<file path="src/hw/rtl/stq_pkg.sv">
// Package for the sorted timer queue: sizes, codes, control structs and helpers.
// Used by stq_ctrl, stq_dp and sorted_timer_queue_unit.
`default_nettype none
package stq_pkg;

  localparam int DEPTH   = 16;
  localparam int CNT_W   = 5;
  localparam int TICKS_W = 32;
  localparam int TAG_W   = 8;

  localparam logic KIND_INSERT = 1'b0;
  localparam logic KIND_POP    = 1'b1;

  typedef enum logic [1:0] {
    ST_OK    = 2'd0,
    ST_FULL  = 2'd1,
    ST_EMPTY = 2'd2
  } status_t;

  // controller -> datapath
  typedef struct packed {
    logic    capture;
    logic    decode;
    status_t set_status;
    logic    age;
    logic    place;
    logic    pop;
    logic    load_out;
  } stq_cmd_t;

  // datapath -> controller
  typedef struct packed {
    logic kind;
    logic full;
    logic empty;
    logic out_busy;
  } stq_stat_t;

  function automatic logic [TICKS_W-1:0] sat_sub(input logic [TICKS_W-1:0] a,
                                                 input logic [TICKS_W-1:0] b);
    return (a > b) ? (a - b) : '0;
  endfunction

endpackage
`default_nettype wire

</file>
<file path="src/hw/rtl/stq_ctrl.sv">
// Sequencer for the sorted timer queue: decode, age, place or pop, then result.
// Depends on stq_pkg; drives stq_dp through stq_cmd_t.
`default_nettype none
module stq_ctrl (
  input  wire logic              clk,
  input  wire logic              rst,
  input  wire logic              in_valid,
  output logic                   in_stall,
  input  wire stq_pkg::stq_stat_t stat,
  output stq_pkg::stq_cmd_t      cmd
);
  import stq_pkg::*;

  typedef enum logic [2:0] {
    S_IDLE,
    S_DECODE,
    S_AGE,
    S_PLACE,
    S_POP,
    S_RESULT
  } state_t;

  state_t state;
  state_t state_next;
  logic   accept;

  assign accept = in_valid && !in_stall;

  always_comb begin
    cmd            = '0;
    cmd.set_status = ST_OK;
    state_next     = state;
    case (state)
      S_IDLE: begin
        cmd.capture = accept;
        if (accept) state_next = S_DECODE;
      end
      S_DECODE: begin
        cmd.decode = 1'b1;
        if (stat.kind == KIND_INSERT) begin
          if (stat.full) begin
            cmd.set_status = ST_FULL;
            state_next     = S_RESULT;
          end else begin
            state_next = S_AGE;
          end
        end else begin
          if (stat.empty) begin
            cmd.set_status = ST_EMPTY;
            state_next     = S_RESULT;
          end else begin
            state_next = S_POP;
          end
        end
      end
      S_AGE: begin
        cmd.age    = 1'b1;
        state_next = S_PLACE;
      end
      S_PLACE: begin
        cmd.place  = 1'b1;
        state_next = S_RESULT;
      end
      S_POP: begin
        cmd.pop    = 1'b1;
        state_next = S_RESULT;
      end
      S_RESULT: begin
        if (!stat.out_busy) begin
          cmd.load_out = 1'b1;
          state_next   = S_IDLE;
        end
      end
      default: state_next = S_IDLE;
    endcase
  end

  always_ff @(posedge clk) begin
    if (rst) begin
      state    <= S_IDLE;
      in_stall <= 1'b1;
    end else begin
      state    <= state_next;
      in_stall <= (state_next != S_IDLE);
    end
  end

endmodule
`default_nettype wire

</file>
<file path="config.mk">
export PLATFORM = sky130hd
export DESIGN_NAME = stq_ctrl
export DESIGN_NICKNAME = d
export VERILOG_FILES = /design/src/hw/rtl/stq_pkg.sv /design/src/hw/rtl/stq_ctrl.sv
export SDC_FILE = /design/constraint.sdc
export NUM_CORES = 1
export LEC_CHECK = 0
export ABC_AREA = 1
export BUFFER_PORTS_ARGS = -buffer_cell sky130_fd_sc_hd__buf_4
export CAP_MARGIN = 20
export CORE_AREA = 4 4 41 43
export DETAILED_ROUTE_END_ITERATION = 8
export DIE_AREA = 0 0 45 47
export SLEW_MARGIN = 15
export SYNTH_ARGS = -nofsm -noshare
export SYNTH_HDL_FRONTEND = slang
export SYNTH_SLANG_ARGS = --single-unit
</file>
<file path="constraint.sdc">
create_clock -name clk -period 1.15 [get_ports clk]
set_clock_uncertainty 0.2 [all_clocks]
set_input_delay 0.23 -clock clk [delete_from_list [all_inputs] [get_ports clk]]
set_output_delay 0.23 -clock clk [all_outputs]
set_load 0.01 [all_outputs]
</file>
After elaboration in Yosys (flattened, before gate mapping)
Index checks and enable logic that the tools add are counted.
{ "totals": {"register_bits": 4, "in_bits": 7, "out_inout_bits": 9, "wordCells": 28} }
{ "op_classes": {"n_eq_ne": 5, "n_mux": 16, "n_reduce_logical": 5} }
{ "op_table": {"columns": ["cell", "n"], "rows": [
  ["3-bit two-way mux", 5],
  ["3-bit case mux with 5 select lines", 1],
  ["1-bit two-way mux", 8],
  ["3-bit by 2-bit == test with 1-bit output, second input constant", 2],
  ["3-bit == test, second input constant", 2],
  ["2-bit two-way mux", 2],
  ["3-bit by 1-bit == test with 1-bit output, second input constant", 1],
  ["3-bit zero test", 1],
  ["3-bit nonzero test", 1],
  ["2-bit OR reduction", 1],
  ["1-bit logical AND", 1],
  ["1-bit zero test", 1]
]} }

Logic depth before layout (Yosys ltp)
Gate-level depths: netlist of the first run.
{ "logic_depth": {"word_depth": 5, "mapped_depth": 8, "depth_no_buf": 8} }

Least setup slack after synthesis of the first run
No wires, ideal clock.
{ "synth_path": {"path_type": "flip-flop to output port", "from": "register state[1]", "to": "output port cmd[0] in the netlist's numbering", "t_arrival_ns": 0.872, "path_slack_ns": -0.152, "path_stages_with_launch": 3, "n_path_buf": 1, "cell_sequence": "dfxtp_1 > buf_6 > nor4_1"} }
{ "synth_lines": {"columns": ["element", "line_no", "rtl"], "rows": [
  ["from (decl)", "stq_ctrl.sv:23", "state_t state;"],
  ["from (signal assigned)", "stq_ctrl.sv:83", "state <= state_next;"],
  ["to (decl)", "stq_ctrl.sv:10", "output stq_pkg::stq_cmd_t cmd"]
]} }

==> results.txt, run 1 <==
pin count of the biggest net entering global routing - 9
power density cells - 1790 nW/µm²
GRT Util Overall - 11.5%
Req. time, crit path - 720 ps
vias in the first global route - 459
fillers - 127
DR pass1 iterations - 2
initial antenna violation count - 0
die area - 2120 µm²
row count - 13
Min-Delay Path Class - input port to flip-flop
CP Capture Type - output pin
Total Wirelength - 1120 µm
Simple-Gate Fraction of Synth Area - 52.2%
CORE AREA - 1300 µm²
initial drt markers - 4
number of H-tree levels - 1
Clock transition at path regs - 40 ps
final hold vios - 0
Synth Instances - 60
FF+latch count, synth - 4
post-route ant nets - 0
final setup violation count - 12
Adder-Cell Fraction of Synth Area - 0%
period utilization - 130%
Startpoint Class - flip-flop
Ys Warns - 0
global-route wire length before repair - 1800 µm
fin util - 54.4%
maximum clock rate - 667 MHz
Synth Area per Inst - 5.80 µm²
IO Pins - 16
routability cong. - 0.743
vias per cell - 4.50
slew at the pin closest to its max-slew limit - 247 ps
ys flop type - dfxtp_1
largest family of logic cells by synthesized area - simple AND/OR/NAND/NOR gates
Netlist cell types - 16
Async S/R FF share, synth - 0%
Clk Latency, worst-skew pair - 240 ps
Non-Filler Instances - 102
Post-synth EDFFs - 0
hold_ws - 74.1 ps
failing checks - negative setup slack
ant diodes - 0
status - finished with violations
Die H - 47 µm
TritonCTS Buffers - 3
post-synthesis compound-gate area fraction - 5.40%
grt total ovfl - 0
XOR/XNOR share of the synthesized area - 0%
leakage power - 0.378 nW
Data arrival, critical path - 1070 ps
maximum VDD drop - 1.05 mV
Net Count, Synth - 67
Remaining DRCs - 0
sequential fraction of the synthesis area - 23.0%
number of port buffers - 15
vias post-DR - 459
mux cell area share after synthesis - 0%
fin worst setup slack - -349 ps
CTS Sinks - 4
crit-path max FO - 8
Final min period - 1500 ps
Crit Path Class - flip-flop to output pin
worst rel slew slack - 83.5%
Inst Count DP - 93
Root Buffer - clkbuf_4
Die Width - 45 µm
P&R area growth vs syn - 104%
Synth Cell Area - 348 µm²
RSZ-0062 raised after global routing - true
final slew viol count - 0
CTS tree - done
Layout Nets - 95
number of max-cap violations - 0
Detailed Place HPWL - 764 µm
CTS max path bufs - 2
layout cell share with drive strength beyond 1 - 59.8%
Initial Util - 26.7%
Wirelength per Cell - 11.0 µm
-- flip-flops by register name (all words and copies together), names as in the netlist --
signal,cells
state,3
in_stall,1
-- cell type report --
type                       instances  area [µm²]  share of cell area (%)
sequential                         4        88.8                    12.5
tap                               15        18.8                    2.65
clock buffer                       4        26.3                    3.71
multi-input combinational         40         292                    41.2
timing repair buffer              24         209                    29.5
inverter                          15        73.8                    10.4
-- cell usage in the layout (no fill, tap or decap), drive strengths merged --
cell,n
buf,23
nand3,9
dfxtp,4
clkbuf,4
nor2,13
o21ai,1
inv,15
a21oi,2
nor3,1
nand2,13
dlygate4sd3,1
nor4,1
-- synth_stat cells, types with 2 or more instances --
master	instances	share of area (%)
dfxtp_1	4	23
nand3_1	7	10
inv_2	2	2.2
nand2_1	13	14
nor2_1	11	12
inv_1	13	14
-- logic make-up after synthesis --
group                  count (synthesis)
buffers and inverters                 16
flip-flops                             4
AO/OA/AOI/OAI                          3
AND/OR/NAND/NOR                       37
-- what timing repair did --
| item | in CTS | in global routing |
|---|---|---|
| setup endpoints to repair | 12 | 12 |
| hold endpoints to repair | 2 | 0 |
| resized for setup | 16 | 10 |
| pin swaps | 6 | 4 |
| setup buffers | 3 | 1 |
| hold buffers | 1 | 0 |
-- worst paths after layout --
| kind | slack, ps | cells past startpoint | startpoint | end |
|---|---|---|---|---|
| max reg2reg | -240 | 6 | state[2] | in_stall |
| max | -350 | 4 | state[1] | cmd[5] |
| min | 70 | 4 | rst | state[2] |
| min reg2reg | 440 | 3 | state[2] | state[1] |
-- per-layer routing --
layer	share of wire (%)	global-route usage [%]
met1	41	13.9
met2	53	20.3
met3	4.1	1.15
met4	1.2	5.26
met5	0	0
-- through the flow --
step	area (µm²)	setup slack (ps)	TNS [ps]	power, mW
after floorplan	407	-57.7	-176	0.667
after global placement	553	-168	-1210	0.864
after detailed placement	553	-168	-1220	0.862
after CTS	671	-351	-3060	1.20
after global routing	708	-387	-3700	1.35
final	708	-349	-3120	1.26
-- critical path, stage by stage (launching register included) --
cell and delay [ps]:
dfxtp_4 400, inv_4 70, nand3_4 100, nor2_4 140, buf_6 120
-- power breakdown --
group          internal (mW)  switching (mW)  leakage (nW)  total, mW
clock                  0.131          0.0652        0.0150      0.196
sequential             0.196          0.0879        0.0348      0.284
combinational          0.361           0.424         0.328      0.784
Note: power is estimated with default switching activity, not from simulation.
==> run 2: changes to the inputs <==
--- a/config.mk
+++ b/config.mk
@@ -5,12 +5,13 @@
 export SDC_FILE = /design/constraint.sdc
 export NUM_CORES = 1
 export LEC_CHECK = 0
-export ABC_AREA = 1
 export BUFFER_PORTS_ARGS = -buffer_cell sky130_fd_sc_hd__buf_4
 export CAP_MARGIN = 20
 export CORE_AREA = 4 4 41 43
 export DETAILED_ROUTE_END_ITERATION = 8
 export DIE_AREA = 0 0 45 47
+export PLACE_DENSITY = 0.47
+export REMOVE_ABC_BUFFERS = 1
 export SLEW_MARGIN = 15
 export SYNTH_ARGS = -nofsm -noshare
 export SYNTH_HDL_FRONTEND = slang
==> run 2 against run 1 <==
The flow still finishes with violations (negative setup slack). Sequential power decreased by 21%. Via count decreased by 25%. Critical path depth decreased by 1. Synthesized area decreased by 12%. Sequential cell count unchanged. Non-clock buffer count increased by 6. Cell count decreased by 25%. Utilization decreased by 6.4 points. Wire length decreased by 24%. Largest cell class is now buffers.
==> results.txt, run 2 <==
pin count of the biggest net entering global routing - 8 (was 9)
ys flop type - dfxtp_1 (unchanged)
die area - 2120 µm² (unchanged)
Clock transition at path regs - 40 ps (about the same)
global-route wire length before repair - 1480 µm (was 1800 µm)
crit-path cells - nor3b_2 > nor3b_2 > buf_4 (was inv_4 > nand3_4 > nor2_4 > buf_6)
Total Wirelength - 852 µm (was 1120 µm)
Synth area leader - dfxtp_1 (unchanged)
fin worst setup slack - -374 ps (was -349 ps)
Root Buffer - clkbuf_4 (unchanged)
number of port buffers - 15 (unchanged)
Worst path slowest cell - dfxtp_4 (unchanged)
maximum clock rate - 656 MHz (was 667 MHz)
Clk Latency, worst-skew pair - 240 ps (about the same)
initial drt markers - 0 (was 4)
Async S/R FF share, synth - 0% (unchanged)
Synth Cell Area - 307 µm² (was 348 µm²)
Initial Util - 23.6% (was 26.7%)
ant diodes - 0 (unchanged)
Final min period - 1520 ps (was 1500 ps)
Ys Warns - 0 (unchanged)
final setup violation count - 11 (was 12)
HP Start - stat[1] (was rst)
status - finished with violations (unchanged)
slew at the pin closest to its max-slew limit - 228 ps (was 247 ps)
CORE AREA - 1300 µm² (unchanged)
max FFs per register - 3 (unchanged)
Crit Path Class - flip-flop to output pin (unchanged)
CTS max path bufs - 2 (unchanged)
vias in the first global route - 348 (was 459)
routability cong. - 0.757 (was 0.743)
Die H - 47 µm (unchanged)
grt total ovfl - 0 (unchanged)
most frequent cells in the layout - buf_4, buf_6 (was buf_4, inv_1, nand2_1, nor2_1, buf_6)
GRT Util Overall - 10.0% (was 11.5%)
final hold vios - 0 (unchanged)
number of max-cap violations - 0 (unchanged)
CTS Sinks - 4 (unchanged)
Netlist cell types - 21 (was 16)
Crit path top cell by count - nor3b_2
final slew viol count - 0 (unchanged)
Post-synth top cells - dfxtp_1, nor2_1, nand2b_1 (was inv_1, nand2_1, nor2_1)
Detailed Place HPWL - 623 µm (was 764 µm)
Post-synth EDFFs - 0 (unchanged)
Synth Area per Inst - 9.58 µm² (was 5.80 µm²)
Top delay family on crit path - simple AND/OR/NAND/NOR gates (was flip-flops)
Layout Nets - 71 (was 95)
maximum VDD drop - 0.466 mV (was 1.05 mV)
setup slack at placement - -194 ps (was -168 ps)
Data arrival, critical path - 1090 ps (was 1070 ps)
layout cell share with drive strength beyond 1 - 75.8% (was 59.8%)
Startpoint Class - flip-flop (unchanged)
worst rel slew slack - 84.8% (was 83.5%)
most common cell after layout, fill and taps aside - buf_4 (unchanged)
vias per cell - 4.44 (was 4.50)
post-route ant nets - 0 (unchanged)
Wirelength per Cell - 11.1 µm (was 11.0 µm)
critical register-to-register path startpoint - state[0] (was state[2])
P&R area growth vs syn - 104% (about the same)
row count - 13 (unchanged)
sequential fraction of the synthesis area - 26.1% (was 23.0%)
vias post-DR - 342 (was 459)
CTS tree - done (unchanged)
TritonCTS Buffers - 3 (unchanged)
power density cells - 1520 nW/µm² (was 1790 nW/µm²)
Buffers & Inverters on Critical Path - 1 (was 2)
initial antenna violation count - 0 (unchanged)
fin util - 48.0% (was 54.4%)
synth top area cells - dfxtp_1, buf_6, nand2b_1, nor3b_4, and3b_1 (was dfxtp_1, inv_1, nand2_1, nor2_1, nand3_1)
Biggest register - state (unchanged)
IO Pins - 16 (unchanged)
number of H-tree levels - 1 (unchanged)
Die Width - 45 µm (unchanged)
crit-path max FO - 3 (was 8)
Synth Instances - 32 (was 60)
RSZ-0062 raised after global routing - true (unchanged)
leakage power - 0.303 nW (was 0.378 nW)
FF+latch count, synth - 4 (unchanged)
crit-path max cell delay - 340 ps (was 400 ps)
Worst Setup SP - state[0] (was state[1])
biggest regs - state: 3 flops, in_stall: 1 flops (unchanged)
CP Capture Type - output pin (unchanged)
failing checks - negative setup slack (unchanged)
Req. time, crit path - 720 ps (about the same)
DR pass1 iterations - 1 (was 2)
Min-Delay Path Class - input port to flip-flop (unchanged)
top-area cell type share of the netlist area - 26.1% (was 23.0%)
Remaining DRCs - 0 (unchanged)
period utilization - 132% (was 130%)
## run 2: power by group
| group | internal (mW) | total (mW) | leakage [nW] | switching [mW] |
|---|---|---|---|---|
| clock | 0.117 | 0.176 | 0.0138 | 0.0594 |
| sequential | 0.187 | 0.224 | 0.0349 | 0.0376 |
| combinational | 0.336 | 0.546 | 0.254 | 0.211 |
| total | 0.639 | 0.947 | 0.303 | 0.308 |
## run 2: final timing paths
check / to / slack, ps / cells past startpoint
setup / recovery: cmd[7] / -370 / 3
hold / removal: in_stall / 170 / 4
setup reg to reg: in_stall / -170 / 5
hold reg to reg: state[2] / 460 / 3
## run 2: cells by family after synthesis
logic type | synth area share [%]
buf+inv | 11.0
flops | 26.1
simple gates | 40.8
compound gates | 13.9
mux | 8.16
## run 2: tightest hold or removal path, delay by kind of cell
kind,cells,cell delay (ps)
buffers and inverters,1,80
AOI/OAI and AO/OA,2,130
muxes,1,130
## run 2: final cells by class
type / instances / area, µm²
Clock buffer: 3 / 22.5
Multi-Input combinational cell: 24 / 233
Tap cell: 15 / 18.8
Timing Repair Buffer: 30 / 254
Inverter: 1 / 3.75
Fill cell: 136 / 677
Sequential cell: 4 / 92.6
## run 2: per-stage QoR
| step | total power [mW] | setup TNS, ps | hold slack, ps | instances | area, µm² |
|---|---|---|---|---|---|
| after floorplan | 0.398 | -1010 | 99.1 | 29 | 277 |
| after global placement | 0.593 | -1540 | 217 | 68 | 475 |
| after detailed placement | 0.596 | -1650 | 221 | 68 | 475 |
| after CTS | 0.933 | -3150 | 166 | 76 | 604 |
| after global routing | 1.01 | -3570 | 173 | 77 | 624 |
| final | 0.947 | -2970 | 170 | 77 | 624 |
## run 2: metal layers
| metal | share of wire [%] | global-route usage [%] |
|---|---|---|
| met1 | 37 | 10.3 |
| met2 | 58 | 17.2 |
| met3 | 3.4 | 3.45 |
| met4 | 2.0 | 7.02 |
| met5 | 0 | 0 |
## run 2: repair_timing
action                                  CTS  global route
pin swaps                                 8             5
hold endpoints to repair                  3             0
hold buffers                              1             0
endpoints found under the setup margin   12            13
resized for setup                        17             4
buffers inserted                          4             1
